$ cat config.mk
export PLATFORM = sky130hd
export DESIGN_NAME = key_debounce_long_repeat_top
export DESIGN_NICKNAME = d
export VERILOG_FILES = /design/src/rtl/kdlr_pkg.sv /design/src/rtl/key_debounce_long_repeat_top.sv /design/src/rtl/kdlr_key.sv /design/src/rtl/kdlr_out.sv
export SDC_FILE = /design/constraint.sdc
export NUM_CORES = 1
export LEC_CHECK = 0
export BUFFER_PORTS_ARGS = -buffer_cell sky130_fd_sc_hd__buf_2
export CAP_MARGIN = 10
export CORE_MARGIN = 2
export CORE_UTILIZATION = 66
export DETAILED_ROUTE_END_ITERATION = 8
export PLACE_DENSITY = 0.87
export REMOVE_ABC_BUFFERS = 1
export SLEW_MARGIN = 10
export SYNTH_ARGS = -nofsm -noshare
export SYNTH_HDL_FRONTEND = slang
export SYNTH_SLANG_ARGS = --single-unit
$ cat constraint.sdc
create_clock -name clock -period 5.88 [get_ports clock]
set_input_delay 0.882 -clock clock [delete_from_list [all_inputs] [get_ports clock]]
set_output_delay 0.882 -clock clock [all_outputs]
set_load 0.02 [all_outputs]
$ cat src/rtl/kdlr_pkg.sv
// Shared constants, types and helpers of the key debounce block.
package kdlr_pkg;

   // Build-time configuration
   localparam int FILTER_TIME      = 5;
   localparam int NUM_KEYS         = 4;
   localparam int ACTIVE_HIGH_MASK = 1;

   // Fixed geometry
   localparam int KEY_SLOTS   = 4;
   localparam int EVT_SLOTS   = 2 * KEY_SLOTS;
   localparam int SLOT_W      = $clog2(EVT_SLOTS);
   localparam int KEY_W       = $clog2(KEY_SLOTS);
   localparam int CODE_W      = 4;
   localparam int LONG_W      = 16;
   localparam int SPEED_W     = 8;
   localparam int CNT_W       = 8;
   localparam int CSR_IDX_W   = 4;
   localparam int CSR_DATA_W  = 16;

   // Debounce counter landmarks
   localparam logic [CNT_W-1:0] FILTER_MID = CNT_W'(FILTER_TIME);
   localparam logic [CNT_W-1:0] FILTER_TOP = CNT_W'(2 * FILTER_TIME);
   localparam logic [CNT_W-1:0] DEB_RESET  = CNT_W'(FILTER_TIME / 2);

   // Register reset values
   localparam logic [LONG_W-1:0]  LONG_TIME_RESET    = LONG_W'(100);
   localparam logic [SPEED_W-1:0] REPEAT_SPEED_RESET = '0;

   // Register map
   localparam logic [CSR_IDX_W-1:0] REG_LONG_TIME_BASE    = CSR_IDX_W'(0);
   localparam logic [CSR_IDX_W-1:0] REG_REPEAT_SPEED_BASE = CSR_IDX_W'(4);

   // Event kinds, offset from 3*key
   localparam logic [1:0] EVT_NONE    = 2'd0;
   localparam logic [1:0] EVT_PRESS   = 2'd1;
   localparam logic [1:0] EVT_RELEASE = 2'd2;
   localparam logic [1:0] EVT_LONG    = 2'd3;

   localparam logic [CODE_W-1:0] CODE_NONE = '0;

   // Events of one key in one tick: press/release first, then repeat/long
   typedef struct packed {
      logic ev0;
      logic ev0_release;
      logic ev1;
      logic ev1_long;
   } key_evt_type;

   // Event code of a key and an event kind
   function automatic logic [CODE_W-1:0] evt_code(input logic [KEY_W-1:0] key,
                                                  input logic [1:0] kind);
      evt_code = CODE_W'(3 * int'(key)) + CODE_W'(kind);
   endfunction

endpackage

$ cat src/rtl/key_debounce_long_repeat_top.sv
// Top level of the four-key debouncer with long-press and auto-repeat events.
// Each request is one scan tick carrying the raw key levels. All key state
// updates at the accepting edge and the tick's events land in a result register.
// Events then leave one per cycle in key order while rsp_stall is low, so a tick
// gives one output item per event (one item for a quiet tick, at most eight); the
// next tick is accepted in the same cycle that the last event of the previous one
// is taken, as set by the single result register and its one-event-per-cycle
// serializer. Registers 0-3 set each key's long-press time and 4-7 its repeat
// speed; writes to other indexes are dropped, and csr_ready is always high.
module key_debounce_long_repeat_top (
   input  logic                                clock,
   input  logic                                reset,
   input  logic                                req_valid,
   output logic                                req_stall,
   input  logic [kdlr_pkg::KEY_SLOTS-1:0]      req_key_levels,
   output logic                                rsp_valid,
   input  logic                                rsp_stall,
   output logic [kdlr_pkg::CODE_W-1:0]         rsp_event_code,
   output logic [kdlr_pkg::KEY_SLOTS-1:0]      rsp_pressed_mask,
   output logic                                rsp_last,
   input  logic                                csr_valid,
   output logic                                csr_ready,
   input  logic [kdlr_pkg::CSR_IDX_W-1:0]      csr_index,
   input  logic [kdlr_pkg::CSR_DATA_W-1:0]     csr_wdata
);

   logic [kdlr_pkg::LONG_W-1:0]    long_time_ff [kdlr_pkg::KEY_SLOTS];
   logic [kdlr_pkg::SPEED_W-1:0]   repeat_speed_ff [kdlr_pkg::KEY_SLOTS];
   logic [kdlr_pkg::KEY_SLOTS-1:0] wr_long, wr_speed;
   logic [kdlr_pkg::KEY_SLOTS-1:0] pressed_next;
   kdlr_pkg::key_evt_type          evt [kdlr_pkg::KEY_SLOTS];
   logic [kdlr_pkg::EVT_SLOTS-1:0] slot_vec, alt_vec;
   logic                           free;
   logic                           step;

   assign csr_ready = 1'b1;
   assign req_stall = !free;
   assign step      = req_valid && free;

   // Register writes and per-key logic
   for (genvar k = 0; k < kdlr_pkg::KEY_SLOTS; k++) begin : g_key
      assign wr_long[k]  = csr_valid &&
         (csr_index == kdlr_pkg::REG_LONG_TIME_BASE + kdlr_pkg::CSR_IDX_W'(k));
      assign wr_speed[k] = csr_valid &&
         (csr_index == kdlr_pkg::REG_REPEAT_SPEED_BASE + kdlr_pkg::CSR_IDX_W'(k));

      always_ff @(posedge clock) begin
         if (reset) begin
            long_time_ff[k]    <= kdlr_pkg::LONG_TIME_RESET;
            repeat_speed_ff[k] <= kdlr_pkg::REPEAT_SPEED_RESET;
         end else begin
            if (wr_long[k]) begin
               long_time_ff[k] <= csr_wdata[kdlr_pkg::LONG_W-1:0];
            end
            if (wr_speed[k]) begin
               repeat_speed_ff[k] <= csr_wdata[kdlr_pkg::SPEED_W-1:0];
            end
         end
      end

      if (k < kdlr_pkg::NUM_KEYS) begin : g_used
         kdlr_key u_key (
            .clock        (clock),
            .reset        (reset),
            .step         (step),
            .level        (req_key_levels[k]),
            .active_high  (kdlr_pkg::ACTIVE_HIGH_MASK[k]),
            .cfg_clear    (wr_long[k] || wr_speed[k]),
            .long_time    (long_time_ff[k]),
            .repeat_speed (repeat_speed_ff[k]),
            .pressed_next (pressed_next[k]),
            .evt          (evt[k])
         );
      end else begin : g_unused
         assign pressed_next[k] = 1'b0;
         assign evt[k]          = '0;
      end

      // Two event slots per key
      assign slot_vec[2*k]   = evt[k].ev0;
      assign alt_vec[2*k]    = evt[k].ev0_release;
      assign slot_vec[2*k+1] = evt[k].ev1;
      assign alt_vec[2*k+1]  = evt[k].ev1_long;
   end

   // Result register and serializer
   kdlr_out u_out (
      .clock            (clock),
      .reset            (reset),
      .load             (step),
      .slot_vec         (slot_vec),
      .alt_vec          (alt_vec),
      .mask             (pressed_next),
      .free             (free),
      .rsp_valid        (rsp_valid),
      .rsp_stall        (rsp_stall),
      .rsp_event_code   (rsp_event_code),
      .rsp_pressed_mask (rsp_pressed_mask),
      .rsp_last         (rsp_last)
   );

endmodule

$ cat src/rtl/kdlr_key.sv
// One key: debounce counter, pressed flag, long-press and repeat counters.
module kdlr_key (
   input  logic                               clock,
   input  logic                               reset,
   input  logic                               step,
   input  logic                               level,
   input  logic                               active_high,
   input  logic                               cfg_clear,
   input  logic [kdlr_pkg::LONG_W-1:0]        long_time,
   input  logic [kdlr_pkg::SPEED_W-1:0]       repeat_speed,
   output logic                               pressed_next,
   output kdlr_pkg::key_evt_type              evt
);

   logic [kdlr_pkg::CNT_W-1:0]   cnt_ff, cnt_in;
   logic                         pressed_ff, pressed_in;
   logic [kdlr_pkg::LONG_W-1:0]  long_ff, long_in, long_inc;
   logic [kdlr_pkg::SPEED_W-1:0] rep_ff, rep_in, rep_inc;

   assign long_inc     = long_ff + 1'b1;
   assign rep_inc      = rep_ff + 1'b1;
   assign pressed_next = pressed_in;

   // Next state and events for this tick
   always_comb begin
      cnt_in     = cnt_ff;
      pressed_in = pressed_ff;
      long_in    = long_ff;
      rep_in     = rep_ff;
      evt        = '0;
      if (level == active_high) begin
         if (cnt_ff < kdlr_pkg::FILTER_MID) begin
            cnt_in = kdlr_pkg::FILTER_MID;
         end else if (cnt_ff < kdlr_pkg::FILTER_TOP) begin
            cnt_in = cnt_ff + 1'b1;
         end else begin
            // settled down
            if (!pressed_ff) begin
               pressed_in = 1'b1;
               evt.ev0    = 1'b1;
            end
            if (long_time != '0 && long_ff < long_time) begin
               long_in = long_inc;
               if (long_inc == long_time) begin
                  if (repeat_speed != '0) begin
                     long_in = '0;
                     rep_in  = rep_inc;
                     if (rep_inc >= repeat_speed) begin
                        rep_in  = '0;
                        evt.ev1 = 1'b1;
                     end
                  end else begin
                     evt.ev1      = 1'b1;
                     evt.ev1_long = 1'b1;
                  end
               end
            end
         end
      end else begin
         if (cnt_ff > kdlr_pkg::FILTER_MID) begin
            cnt_in = kdlr_pkg::FILTER_MID;
         end else if (cnt_ff != '0) begin
            cnt_in = cnt_ff - 1'b1;
         end else if (pressed_ff) begin
            pressed_in      = 1'b0;
            evt.ev0         = 1'b1;
            evt.ev0_release = 1'b1;
         end
         long_in = '0;
         rep_in  = '0;
      end
   end

   // State update on each accepted tick; a register write restarts the repeat count
   always_ff @(posedge clock) begin
      if (reset) begin
         cnt_ff     <= kdlr_pkg::DEB_RESET;
         pressed_ff <= 1'b0;
         long_ff    <= '0;
         rep_ff     <= '0;
      end else begin
         if (step) begin
            cnt_ff     <= cnt_in;
            pressed_ff <= pressed_in;
            long_ff    <= long_in;
         end
         if (cfg_clear) begin
            rep_ff <= '0;
         end else if (step) begin
            rep_ff <= rep_in;
         end
      end
   end

endmodule

$ cat src/rtl/kdlr_out.sv
// Result register of one tick and the serializer that sends its events in key order.
module kdlr_out (
   input  logic                                clock,
   input  logic                                reset,
   input  logic                                load,
   input  logic [kdlr_pkg::EVT_SLOTS-1:0]      slot_vec,
   input  logic [kdlr_pkg::EVT_SLOTS-1:0]      alt_vec,
   input  logic [kdlr_pkg::KEY_SLOTS-1:0]      mask,
   output logic                                free,
   output logic                                rsp_valid,
   input  logic                                rsp_stall,
   output logic [kdlr_pkg::CODE_W-1:0]         rsp_event_code,
   output logic [kdlr_pkg::KEY_SLOTS-1:0]      rsp_pressed_mask,
   output logic                                rsp_last
);

   logic                               valid_ff;
   logic [kdlr_pkg::EVT_SLOTS-1:0]     pend_ff, pend_in;
   logic [kdlr_pkg::EVT_SLOTS-1:0]     alt_ff;
   logic [kdlr_pkg::KEY_SLOTS-1:0]     mask_ff;
   logic [kdlr_pkg::SLOT_W-1:0]        sel;
   logic                               found;
   logic                               take;
   logic [1:0]                         kind;

   // Lowest pending event slot
   always_comb begin
      sel   = '0;
      found = 1'b0;
      for (int i = kdlr_pkg::EVT_SLOTS - 1; i >= 0; i--) begin
         if (pend_ff[i]) begin
            sel   = kdlr_pkg::SLOT_W'(i);
            found = 1'b1;
         end
      end
   end

   // Even slots carry press or release, odd slots repeat or long
   always_comb begin
      if (!sel[0]) begin
         kind = alt_ff[sel] ? kdlr_pkg::EVT_RELEASE : kdlr_pkg::EVT_PRESS;
      end else begin
         kind = alt_ff[sel] ? kdlr_pkg::EVT_LONG : kdlr_pkg::EVT_PRESS;
      end
   end

   always_comb begin
      pend_in      = pend_ff;
      pend_in[sel] = 1'b0;
   end

   assign rsp_valid        = valid_ff;
   assign rsp_pressed_mask = mask_ff;
   assign rsp_event_code   = found ? kdlr_pkg::evt_code(sel[kdlr_pkg::SLOT_W-1:1], kind)
                                   : kdlr_pkg::CODE_NONE;
   assign rsp_last         = (pend_in == '0);
   assign take             = valid_ff && !rsp_stall;
   assign free             = !valid_ff || (take && rsp_last);

   // Result register
   always_ff @(posedge clock) begin
      if (reset) begin
         valid_ff <= 1'b0;
      end else if (load) begin
         valid_ff <= 1'b1;
      end else if (take && rsp_last) begin
         valid_ff <= 1'b0;
      end
   end

   always_ff @(posedge clock) begin
      if (load) begin
         pend_ff <= slot_vec;
         alt_ff  <= alt_vec;
         mask_ff <= mask;
      end else if (take) begin
         pend_ff <= pend_in;
      end
   end

   // A new tick only lands in an empty or draining result register
   a_load_free: assert property (@(posedge clock) disable iff (reset)
      load |-> free)
      else $error("tick loaded over undelivered events");

   // A quiet result is always the only one of its tick
   a_quiet_last: assert property (@(posedge clock) disable iff (reset)
      (rsp_valid && rsp_event_code == kdlr_pkg::CODE_NONE) |-> rsp_last)
      else $error("quiet result not marked last");

   // Final result taken with nothing new leaves the output empty
   a_drain: assert property (@(posedge clock) disable iff (reset)
      (take && rsp_last && !load) |=> !rsp_valid)
      else $error("output still valid after last event");

   // Each non-final result taken retires exactly one pending event
   a_retire: assert property (@(posedge clock) disable iff (reset)
      (take && !rsp_last && !load) |=>
         (rsp_valid && $countones(pend_ff) == $countones($past(pend_ff)) - 1))
      else $error("pending events not retired one at a time");

endmodule

# == Word-level counts from Yosys, hierarchy flattened ==
# Memory sizes are Yosys's and may differ from the RTL's.
# Cells that the tools add are included.
# word_totals
reg_bits,153
ram_bits,96
out_inout_bits,12
word_cells,408
memories,2
# mem_list
name,words,width,read_ports,rd_ports_with_merged_regs,wr,line,source
long_time_ff,4,16,4,0,4,key_debounce_long_repeat_top.sv:27,logic [kdlr_pkg::LONG_W-1:0] long_time_ff [kdlr_pkg::KEY_SLOTS];
repeat_speed_ff,4,8,4,0,4,key_debounce_long_repeat_top.sv:28,logic [kdlr_pkg::SPEED_W-1:0] repeat_speed_ff [kdlr_pkg::KEY_SLOTS];
# op_classes
add_sub_neg,17
n_mul,1
magnitude_cmp,22
eq_ne,26
mux,214
bitwise,22
n_reduce_logical,77
# op_table
cell,count
16-bit 2-to-1 mux,28
8-bit 2-to-1 mux,54
1-bit 2-to-1 mux,86
2-bit 2-to-1 mux,35
"16-bit by 1-bit adder with 16-bit output, second input constant",4
"8-bit by 1-bit adder with 8-bit output, second input constant",8
16-bit equality test,4
16-bit less-than comparator,4
16-bit nonzero test,4
8-bit nonzero test,8
8-bit greater-or-equal comparator,4
"8-bit by 3-bit greater-than comparator with 1-bit output, second input constant",4
"8-bit by 3-bit less-than comparator with 1-bit output, second input constant",4
"8-bit by 4-bit less-than comparator with 1-bit output, second input constant",4
"8-bit by 1-bit subtractor with 8-bit output, second input constant",4
3-bit 2-to-1 mux,8
6-bit AND reduction,4
2-bit nonzero test,11
5-bit OR reduction,4
"4-bit by 3-bit equality test with 1-bit output, second input constant",4
1-bit logical AND,16
"2-bit != test, second input constant",8
4-bit AND reduction,4
"3-bit by 1-bit != test with 1-bit output, second input constant",4
other kinds (22),61

# == Longest topological paths before layout ==
# Gate-level depths: netlist (run 1).
# depth
word_depth,19
ltp_mapped,15
mapped_depth_nobuf,14

# == Hierarchy ==
# A second synthesis (run 1) with hierarchy kept.
# hier_totals
cells_unflattened,2061
hier_area_um2,17969.7
# by_module_without_submodules
module,instances,cells_per_inst,area_each_um2
kdlr_key,4,423,3219.3
key_debounce_long_repeat_top,1,242,3786.1
kdlr_out,1,127,1306.3

# == Worst setup path before layout (run 1) ==
# Ideal clock, no wire load.
# synth_timing
kind,reg-to-output
from,reg u_out.pend_ff[3] (netlist name)
to,out rsp_event_code[2] (netlist name)
arrival_time_ns,3.475
required_ns,4.998
path_slack_ns,1.523
path_stages_with_launch,11
path_cell_list,edfxtp_1 buf_4 nor4_1 a21boi_1 mux4_2 nand2b_1 nand2_1 fa_1 ha_1 fa_1 and2_1
# synth_between
elab_chain_cells,10
# synth_rtl
item,line,source
start: declaration,kdlr_out.sv:18,"logic [kdlr_pkg::EVT_SLOTS-1:0] pend_ff, pend_in;"
start signal: assignment,kdlr_out.sv:73,pend_ff <= slot_vec;
start signal: assignment,kdlr_out.sv:77,pend_ff <= pend_in;
"parallel branches: the longest is 9 deep, another holds 2-bit by 2-bit multiplier with 4-bit output",-,
4-bit 2-to-1 mux *,kdlr_out.sv:54,"assign rsp_event_code = found ? kdlr_pkg::evt_code(sel[kdlr_pkg::SLOT_W-1:1], kind)"
end: declaration,key_debounce_long_repeat_top.sv:18,"output logic [kdlr_pkg::CODE_W-1:0] rsp_event_code,"
# Every way passes the cells marked *. The select of a mux whose other input is x is not followed.

# == Worst setup path in the final report (run 1) ==
# Same ends and word-level chain as after synthesis.

==> out/metrics.cfg, run 1 <==
[critical_path]
end_kind=output pin
worstPathMaxFanout=9
cp-start-kind=register
r2r_start=u_out.pend_ff[3]
r2r_cells=13
path_class=reg -> out
slowest_delay_ns=0.71
slowest_stage=a21boi_1
r2r_slack_ns=1.21
critical_path.most_common_cell=fa_1
rr_endpoint=g_key[3].g_used.u_key.long_ff[11]
crit_arrival_ns=4.41
cp_cell_sequence=nor4_1, a21boi_1, mux4_2, nand2b_1, nand2_1, fa_1, ha_1, fa_1, and2_1, buf_2
required_ns=5.00

[synth]
synthTopCellsByCount=153 x nand2_1, 136 x inv_1, 133 x dfxtp_1
yosys.area.top_type=edfxtp_1
synth-async-reset-ratio=0
synth_warnings=0
syn-cell-area_um2=17200
synthTopCellsByArea=edfxtp_1 20%, dfxtp_1 15%, ha_1 9.1%
synth_seq_cells=249
yosysMostFrequentCell=nand2_1
synth_edf_count=116
synth_top_area_frac=0.202
yosysSeqAreaShare=0.357
syn_area_per_cell_um2=8.72
ys_types=97
synthCells=1973
ys.flop_type=dfxtp_1

[global_route]
antenna_found_initial=2
grt_overflow=0
grt_usage=0.329
grt_pass1_wl_um=72600
grt_pass1_vias=14510
grt_max_degree=91

[drt]
dr.pass1.iters=5
viasPerCell=6.51
vias=15138
postRouteAntennaNets=0
post_drt_wl_per_cell_um=19.4
finalWirelength_um=45100
drt_iter0_markers=1505
drc_errors=0

[finish]
nets=2121
multi_input_area_um2=10200
fin_util=0.716
drive_above_1_share=0.0695
area_growth_pct=7.52
seq_area_um2=6150
n_fill_cell=1951

[placement]
gp_congestion=0.917
port_buffers=39
dp_hpwl_um=32200

[cts]
clock-root-buffer=clkbuf_16
post_cts_resized=0
clock-sinks=249
htreeDepth=1
clkTransAtPathRegs_ns=0.07
tritoncts=done
cts_hold_buf=0
cts_inserted_buffers=28
clockBufferDepth=3
post-cts-setup-buffer-count=0
insertion_delay_ns=0.56

[floorplan]
start_util=0.666
dieHeight_um=165
rows=59
die_area_um2=27400
io_pins=41
die_w_um=165
coreArea_um2=25800

[flow_run]
drv_cap=0

[sta]
rsz0062_at_grt=no
worstMarginPinSlew_ns=1.22
max_freq_ghz=0.189
finalSetupTns_ns=0
skew_ns=0.0139
period_share=0.900
setup_violations=0
fin_crit_ns=5.29
final-hold-violation-count=0
max_slew_margin=0.179
drv_slew=0

[outcome]
status=finished, final reports clean

[min_path]
whs_path_depth=1
hold_path_class=reg -> reg
hp-start=g_key[2].g_used.u_key.cnt_ff[7]
worstHoldEndpoint=g_key[2].g_used.u_key.cnt_ff[7]

[pwr]
leakagePower_nw=7.37
powerDensity_nw_per_um2=245
irDropWorstVdd_uv=294

[cells in the final DEF (no fill, tap or decap), types with 28 or more instances in the layout]
cell type	instances
a21oi_1	120
buf_2	38
xor2_1	56
xnor2_1	58
nor2_1	110
a211oi_1	28
ha_1	125
and2_1	102
nor4_1	45
nor3_1	37
or3_1	33
o211ai_1	35
nand4_1	32
inv_1	136
edfxtp_1	116
nor2b_1	34
nand2b_1	33
nand2_1	153
dfxtp_1	133
clkbuf_16	30
o21ai_0	84
nand3_1	100
[flip-flops by register name (all words and copies together) (netlist names)]
signal                         flops
g_key.g_used.u_key.cnt_ff         32
g_key.g_used.u_key.long_ff        64
g_key.g_used.u_key.pressed_ff      4
g_key.g_used.u_key.rep_ff         32
long_time_ff                      64
repeat_speed_ff                   32
u_out.alt_ff                       8
u_out.pend_ff                      8
u_out.rsp_pressed_mask             4
u_out.rsp_valid                    1
[worst max-delay path, delay by kind of cell, from the launching register on]
family | cells | cell delay (ns)
AO/OA/AOI/OAI | 1 | 0.71
adder cells (fa/ha/maj) | 3 | 1.15
buffers and inverters | 1 | 0.15
flip-flops | 1 | 0.52
multiplexers | 1 | 0.59
AND/OR/NAND/NOR | 4 | 0.73
[worst max-delay path by stage]
stage,startpoint,to,slack (ns),cells after the start
detailed placement,u_out.pend_ff[0],rsp_event_code[2],1.20,10
global placement,u_out.pend_ff[3],rsp_event_code[2],1.25,10
finish,u_out.pend_ff[3],rsp_event_code[2],0.59,10
global route,u_out.pend_ff[3],rsp_event_code[2],0.23,10
CTS,u_out.pend_ff[3],rsp_event_code[2],0.60,10
floorplan,u_out.pend_ff[3],rsp_event_code[2],1.54,9
[power by group]
part / switching, mW / internal [mW] / leakage [nW]
clock: 0.748 / 1.09 / 0.467
sequential: 0.106 / 1.91 / 2.20
combinational: 0.441 / 0.245 / 4.70
total: 1.29 / 3.24 / 7.37
[layer usage]
metal  wire [um]  global-route usage  vias up  part of all wire
li1            -                   -     7184                 -
met1       18300               0.414     7166              0.41
met2       21000               0.546      624              0.47
met3        3280              0.0504      164             0.073
met4        2490               0.175        0             0.055
met5           0                   0        -                 0
[per-stage QoR]
| stage | cells | instance area (um2) | power [mW] | hold WS, ns | setup slack [ns] |
|---|---|---|---|---|---|
| floorplan | 1886 | 16800 | 2.48 | 0.431 | 1.54 |
| global placement | 2270 | 17500 | 2.68 | 0.448 | 1.25 |
| detailed placement | 2270 | 17500 | 2.71 | 0.453 | 1.20 |
| CTS | 2322 | 18500 | 4.53 | 0.467 | 0.598 |
| global route | 2323 | 18500 | 4.69 | 0.485 | 0.230 |
| finish | 2326 | 18500 | 4.54 | 0.463 | 0.587 |
[cell families (layout without fill, tap and decap cells)]
| kind of cell | count (synthesis) | count (layout) | synth area share |
|---|---|---|---|
| flops | 249 | 249 | 0.357 |
| xor+xnor | 115 | 115 | 0.0593 |
| mux | 20 | 20 | 0.0132 |
| simple gates | 806 | 806 | 0.257 |
| fa+ha+maj | 127 | 127 | 0.0932 |
| other cells | 1 | 5 | 0.000218 |
| compound gates | 430 | 430 | 0.167 |
| buf+inv | 225 | 239 | 0.0529 |
[layout make-up]
class / count / share of cell area
multi-input cells: 1499 / 0.549
flip-flops and latches: 249 / 0.332
clock buffers: 35 / 0.0432
inverters: 138 / 0.0280
well taps: 335 / 0.0227
repair buffers: 49 / 0.0147
clock inverters: 17 / 0.00940
diodes: 4 / 0.000541
Power figures use the tool's default switching activity.
==> run 2: changes to the inputs <==
Settings changed: REMOVE_ABC_BUFFERS 1 to default.
==> run 2 against run 1 <==
Compared with the run above: core utilization decreased by 0.20 points; critical endpoint unchanged; worst setup slack got worse by 0.016 ns; global-route usage shrank 0.71 points; sequential share of layout area is 0.095 points higher; flip-flop and latch count unchanged; die area unchanged; register-to-register slack worse by 0.35 ns; count of clock-buffer cells in the layout shrank 1; hold slack lost 0.0028 ns; critical path depth is the same; wire length fell by 2.2%; combinational power about the same.
==> out/metrics.cfg, run 2 (synthesis gave the netlist of run 1 again) <==
[finish]
reg.largest.list=g_key.g_used.u_key.long_ff (64), long_time_ff (64)
final_common_cell=nand2_1
layout_common_cells=153 x nand2_1, 136 x inv_1, 133 x dfxtp_1
diodes=0
drive_above_1_share=0.0689
multi_input_area_um2=10200
nets=2124
area_growth_pct=7.21
n_fill_cell=1908
seq_area_um2=6150

[critical_path]
r2r_slack_ns=0.86
path_class=reg -> out
cp-start-kind=register
critical_path.most_common_cell=fa_1
r2r_start=u_out.pend_ff[3]
r2r_cells=11
required_ns=5.00
cp_cell_sequence=nor4_1, a21boi_1, mux4_2, nand2b_1, nand2_1, fa_1, ha_1, fa_1, and2_1, buf_2
slowest_delay_ns=0.73
worstPathMaxFanout=9
slowest_stage=a21boi_1
crit_arrival_ns=4.43
end_kind=output pin
rr_endpoint=g_key[3].g_used.u_key.rep_ff[1]

[cts]
cts_inserted_buffers=27
clock-sinks=249
tritoncts=done
htreeDepth=1
cts_hold_buf=0
clockBufferDepth=3
post_cts_resized=0
clock-root-buffer=clkbuf_16
clkTransAtPathRegs_ns=0.06
insertion_delay_ns=0.55
post-cts-setup-buffer-count=0

[placement]
post-place-ws_ns=1.01
port_buffers=39
dp_hpwl_um=31800
gp_congestion=0.919

[pwr]
p_seq_frac=0.454
p_switching_mw=1.27
powerDensity_nw_per_um2=240
netSwitchingFraction=0.286
combPwrFrac=0.154
internal-power_mw=3.17
leakagePower_nw=7.35
p_clk_frac=0.392
irDropWorstVdd_uv=212
power_mw=4.43

[sta]
max_slew_margin=0.214
setup_violations=0
final-hold-violation-count=0
skew_ns=0.0149
rsz0062_at_grt=no
hold-worst-slack_ns=0.460
fin_ws_ns=0.571
worstMarginPinSlew_ns=1.17
period_share=0.903
finalSetupTns_ns=0
drv_slew=0
fin_crit_ns=5.31
max_freq_ghz=0.188

[drt]
post_drt_wl_per_cell_um=19.0
vias=15123
drt_iter0_markers=1591
postRouteAntennaNets=0
drc_errors=0
finalWirelength_um=44100
dr.pass1.iters=5
viasPerCell=6.51

[floorplan]
die_area_um2=27400
dieHeight_um=165
die_w_um=165
io_pins=41
rows=59
start_util=0.666
coreArea_um2=25800

[min_path]
hp-start=g_key[0].g_used.u_key.cnt_ff[7]
worstHoldEndpoint=g_key[0].g_used.u_key.cnt_ff[7]
hold_path_class=reg -> reg
whs_path_depth=1

[outcome]
status=finished, final reports clean

[global_route]
grt_pass1_wl_um=71100
grt_max_degree=66
grt_pass1_vias=14335
grt_usage=0.322
grt_overflow=0
antenna_found_initial=0

[synth]
syn-num-nets=2129

[flow_run]
drv_cap=0

[run 2: changes by cell type in the layout (fill, tap and decap cells not counted), sizes merged]
cell,change
clkinvlp,-1
clkbuf,-1
inv,+1
clkinv,-1
buf,+4
diode,-4
[run 2: area by class of cell]
| cell class | count | share of cell area |
|---|---|---|
| Multi-Input combinational cell | 1499 | 0.551 |
| Sequential cell | 249 | 0.333 |
| Clock buffer | 34 | 0.0397 |
| Inverter | 138 | 0.0281 |
| Tap cell | 335 | 0.0227 |
| Timing Repair Buffer | 53 | 0.0164 |
| Clock inverter | 16 | 0.00909 |
[run 2: power by group through the flow]
| stage | combinational (mW) | sequential, mW | clock [mW] |
|---|---|---|---|
| floorplan | 0.496 | 2.01 | 0 |
| global placement | 0.640 | 2.04 | 0 |
| detailed placement | 0.670 | 2.04 | 0 |
| global route | 0.757 | 2.02 | 1.82 |
| finish | 0.684 | 2.01 | 1.74 |
| CTS | 0.676 | 2.01 | 1.75 |
[run 2: worst max-delay path, delay by kind of cell (launching register included)]
family | cells | cell delay [ns]
AO/OA/AOI/OAI | 1 | 0.73
buffers and inverters | 1 | 0.16
adder cells (fa/ha/maj) | 3 | 1.16
multiplexers | 1 | 0.60
flip-flops | 1 | 0.51
AND/OR/NAND/NOR | 4 | 0.73
[run 2: per-layer routing]
metal / global-route usage / wire (um) / vias up
li1: - / - / 7187
met1: 0.404 / 17700 / 7189
met2: 0.541 / 20900 / 582
met3: 0.0470 / 3040 / 165
met4: 0.166 / 2440 / 0
met5: 0 / 0 / -
[run 2: worst max path at each step]
stage | from | endpoint | slack, ns | depth (start not counted)
floorplan | u_out.pend_ff[3] | rsp_event_code[2] | 1.52 | 10
global placement | u_out.pend_ff[3] | g_key[3].g_used.u_key.rep_ff[1] | 1.15 | 11
detailed placement | u_out.pend_ff[3] | g_key[3].g_used.u_key.rep_ff[1] | 1.01 | 11
CTS | u_out.pend_ff[3] | rsp_event_code[2] | 0.54 | 10
global route | u_out.pend_ff[3] | rsp_event_code[2] | 0.34 | 10
finish | u_out.pend_ff[3] | rsp_event_code[2] | 0.57 | 10
[run 2: through the flow]
stage	utilization	std cells	cell area, um2
after floorplan	-	1973	17200
after global placement	0.679	2274	17500
after detailed placement	0.679	2274	17500
after CTS	0.714	2324	18400
after global routing	0.714	2324	18400
final	0.714	2324	18400
==> run 3: changes to the inputs <==
Settings changed: CORE_UTILIZATION 66 to 58, PLACE_DENSITY 0.87 to 0.82.
Clock period 5.88 ns to 4.7 ns, I/O delays scaled along.
==> run 3 against run 2 <==
Compared with the run above: flip-flop and latch count stayed put; hold slack got worse by 0.0047 ns; sequential power is 25% higher; register-to-register slack got worse by 0.05 ns; design area grew 1.0%; clock skew barely moved.
==> out/metrics.cfg, run 3 (synthesis gave the netlist of run 1 again) <==
[outcome]
status=finished, final reports clean

[drt]
viasPerCell=6.30
drc_errors=0
drt_iter0_markers=1225
vias=15039
dr.pass1.iters=5
postRouteAntennaNets=0
finalWirelength_um=43900
post_drt_wl_per_cell_um=18.4

[cts]
cts_inserted_buffers=28
tritoncts=done
cts_hold_buf=0
clock-sinks=249
post_cts_resized=1
htreeDepth=1
post-cts-setup-buffer-count=0
clkTransAtPathRegs_ns=0.06
clock-root-buffer=clkbuf_16
insertion_delay_ns=0.55
clockBufferDepth=3

[placement]
port_buffers=39
dp_hpwl_um=32000
gp_congestion=0.977

[sta]
finalSetupTns_ns=0
period_share=0.967
rsz0062_at_grt=no
final-hold-violation-count=0
max_slew_margin=0.258
max_freq_ghz=0.220
drv_slew=0
worstMarginPinSlew_ns=1.10
setup_violations=0
skew_ns=0.0146
fin_crit_ns=4.54

[critical_path]
required_ns=3.99
cp-start-kind=register
path_class=reg -> out
worstPathMaxFanout=9
crit_arrival_ns=3.84
end_kind=output pin

[min_path]
hold_path_class=in -> reg

[floorplan]
io_pins=41
coreArea_um2=29400
rows=63
die_area_um2=31100
start_util=0.585
dieHeight_um=176
die_w_um=176

[global_route]
grt_pass1_vias=14129
antenna_found_initial=3
grt_usage=0.278
grt_overflow=0
grt_pass1_wl_um=70800
grt_max_degree=55

[finish]
drive_above_1_share=0.0752
reg.largest.list=g_key.g_used.u_key.long_ff (64), long_time_ff (64)
layout_common_cells=153 x nand2_1, 136 x inv_1, 133 x dfxtp_1
fin_util=0.634
area_growth_pct=8.32
nets=2129
final_common_cell=nand2_1

[pwr]
irDropWorstVdd_uv=290
leakagePower_nw=7.41
powerDensity_nw_per_um2=305

[synth]
syn-num-nets=2129

[flow_run]
drv_cap=0

## run 3: cell count changes in the layout (fill, tap and decap cells not counted), sizes merged
| cell | delta |
|---|---|
| diode | +2 |
| clkbuf | +1 |
| bufinv | +1 |
| buf | +4 |
## run 3: worst max-delay path, stage by stage (launching register included)
cell and delay (ns):
edfxtp_1 0.52, nor4_2 0.38, a21boi_4 0.29, mux4_2 0.51, nand2b_1 0.11, nand2_1 0.07, fa_1 0.43, ha_1 0.23
fa_1 0.49, and2_1 0.11, buf_2 0.15
## run 3: final cells by class
class                   count  area, um2
well taps                 390        488
multi-input cells        1499      10200
inverters                 138        518
diodes                      2       5.00
flip-flops and latches    249       6150
clock buffers              35        762
repair buffers             57        333
clock inverters            17        205
fillers                  2393      10800
## run 3: per-stage QoR
| step | power (mW) | cells | hold slack [ns] | instance area, um2 | setup slack (ns) |
|---|---|---|---|---|---|
| after global placement | 3.36 | 2333 | 0.442 | 17600 | 0.670 |
| after detailed placement | 3.41 | 2333 | 0.451 | 17600 | 0.553 |
| final | 5.68 | 2387 | 0.455 | 18600 | 0.155 |
| after CTS | 5.69 | 2385 | 0.444 | 18600 | 0.0380 |
| after floorplan | 3.13 | 1973 | 0.431 | 17200 | 0.520 |
| after global routing | 5.89 | 2386 | 0.490 | 18600 | 0.0151 |
## run 3: power breakdown
group / leakage (nW) / internal, mW / switching (mW)
clock network: 0.465 / 1.37 / 0.925
registers: 2.20 / 2.38 / 0.133
logic: 4.74 / 0.316 / 0.550
total: 7.41 / 4.07 / 1.61
## run 3: final timing paths
check	start	to	slack, ns	cells past startpoint
hold / removal	req_valid	u_out.rsp_valid	0.46	3
hold reg to reg	g_key[2].g_used.u_key.cnt_ff[7]	g_key[2].g_used.u_key.cnt_ff[7]	0.46	1
setup reg to reg	u_out.pend_ff[3]	g_key[1].g_used.u_key.rep_ff[0]	0.81	11
setup / recovery	u_out.pend_ff[3]	rsp_event_code[2]	0.16	10
## run 3: per-layer routing
layer	share of wire	GRT usage	vias to the layer above
li1	-	-	7191
met1	0.40	0.346	7148
met2	0.48	0.480	554
met3	0.067	0.0396	146
met4	0.047	0.128	0
met5	0	0	-
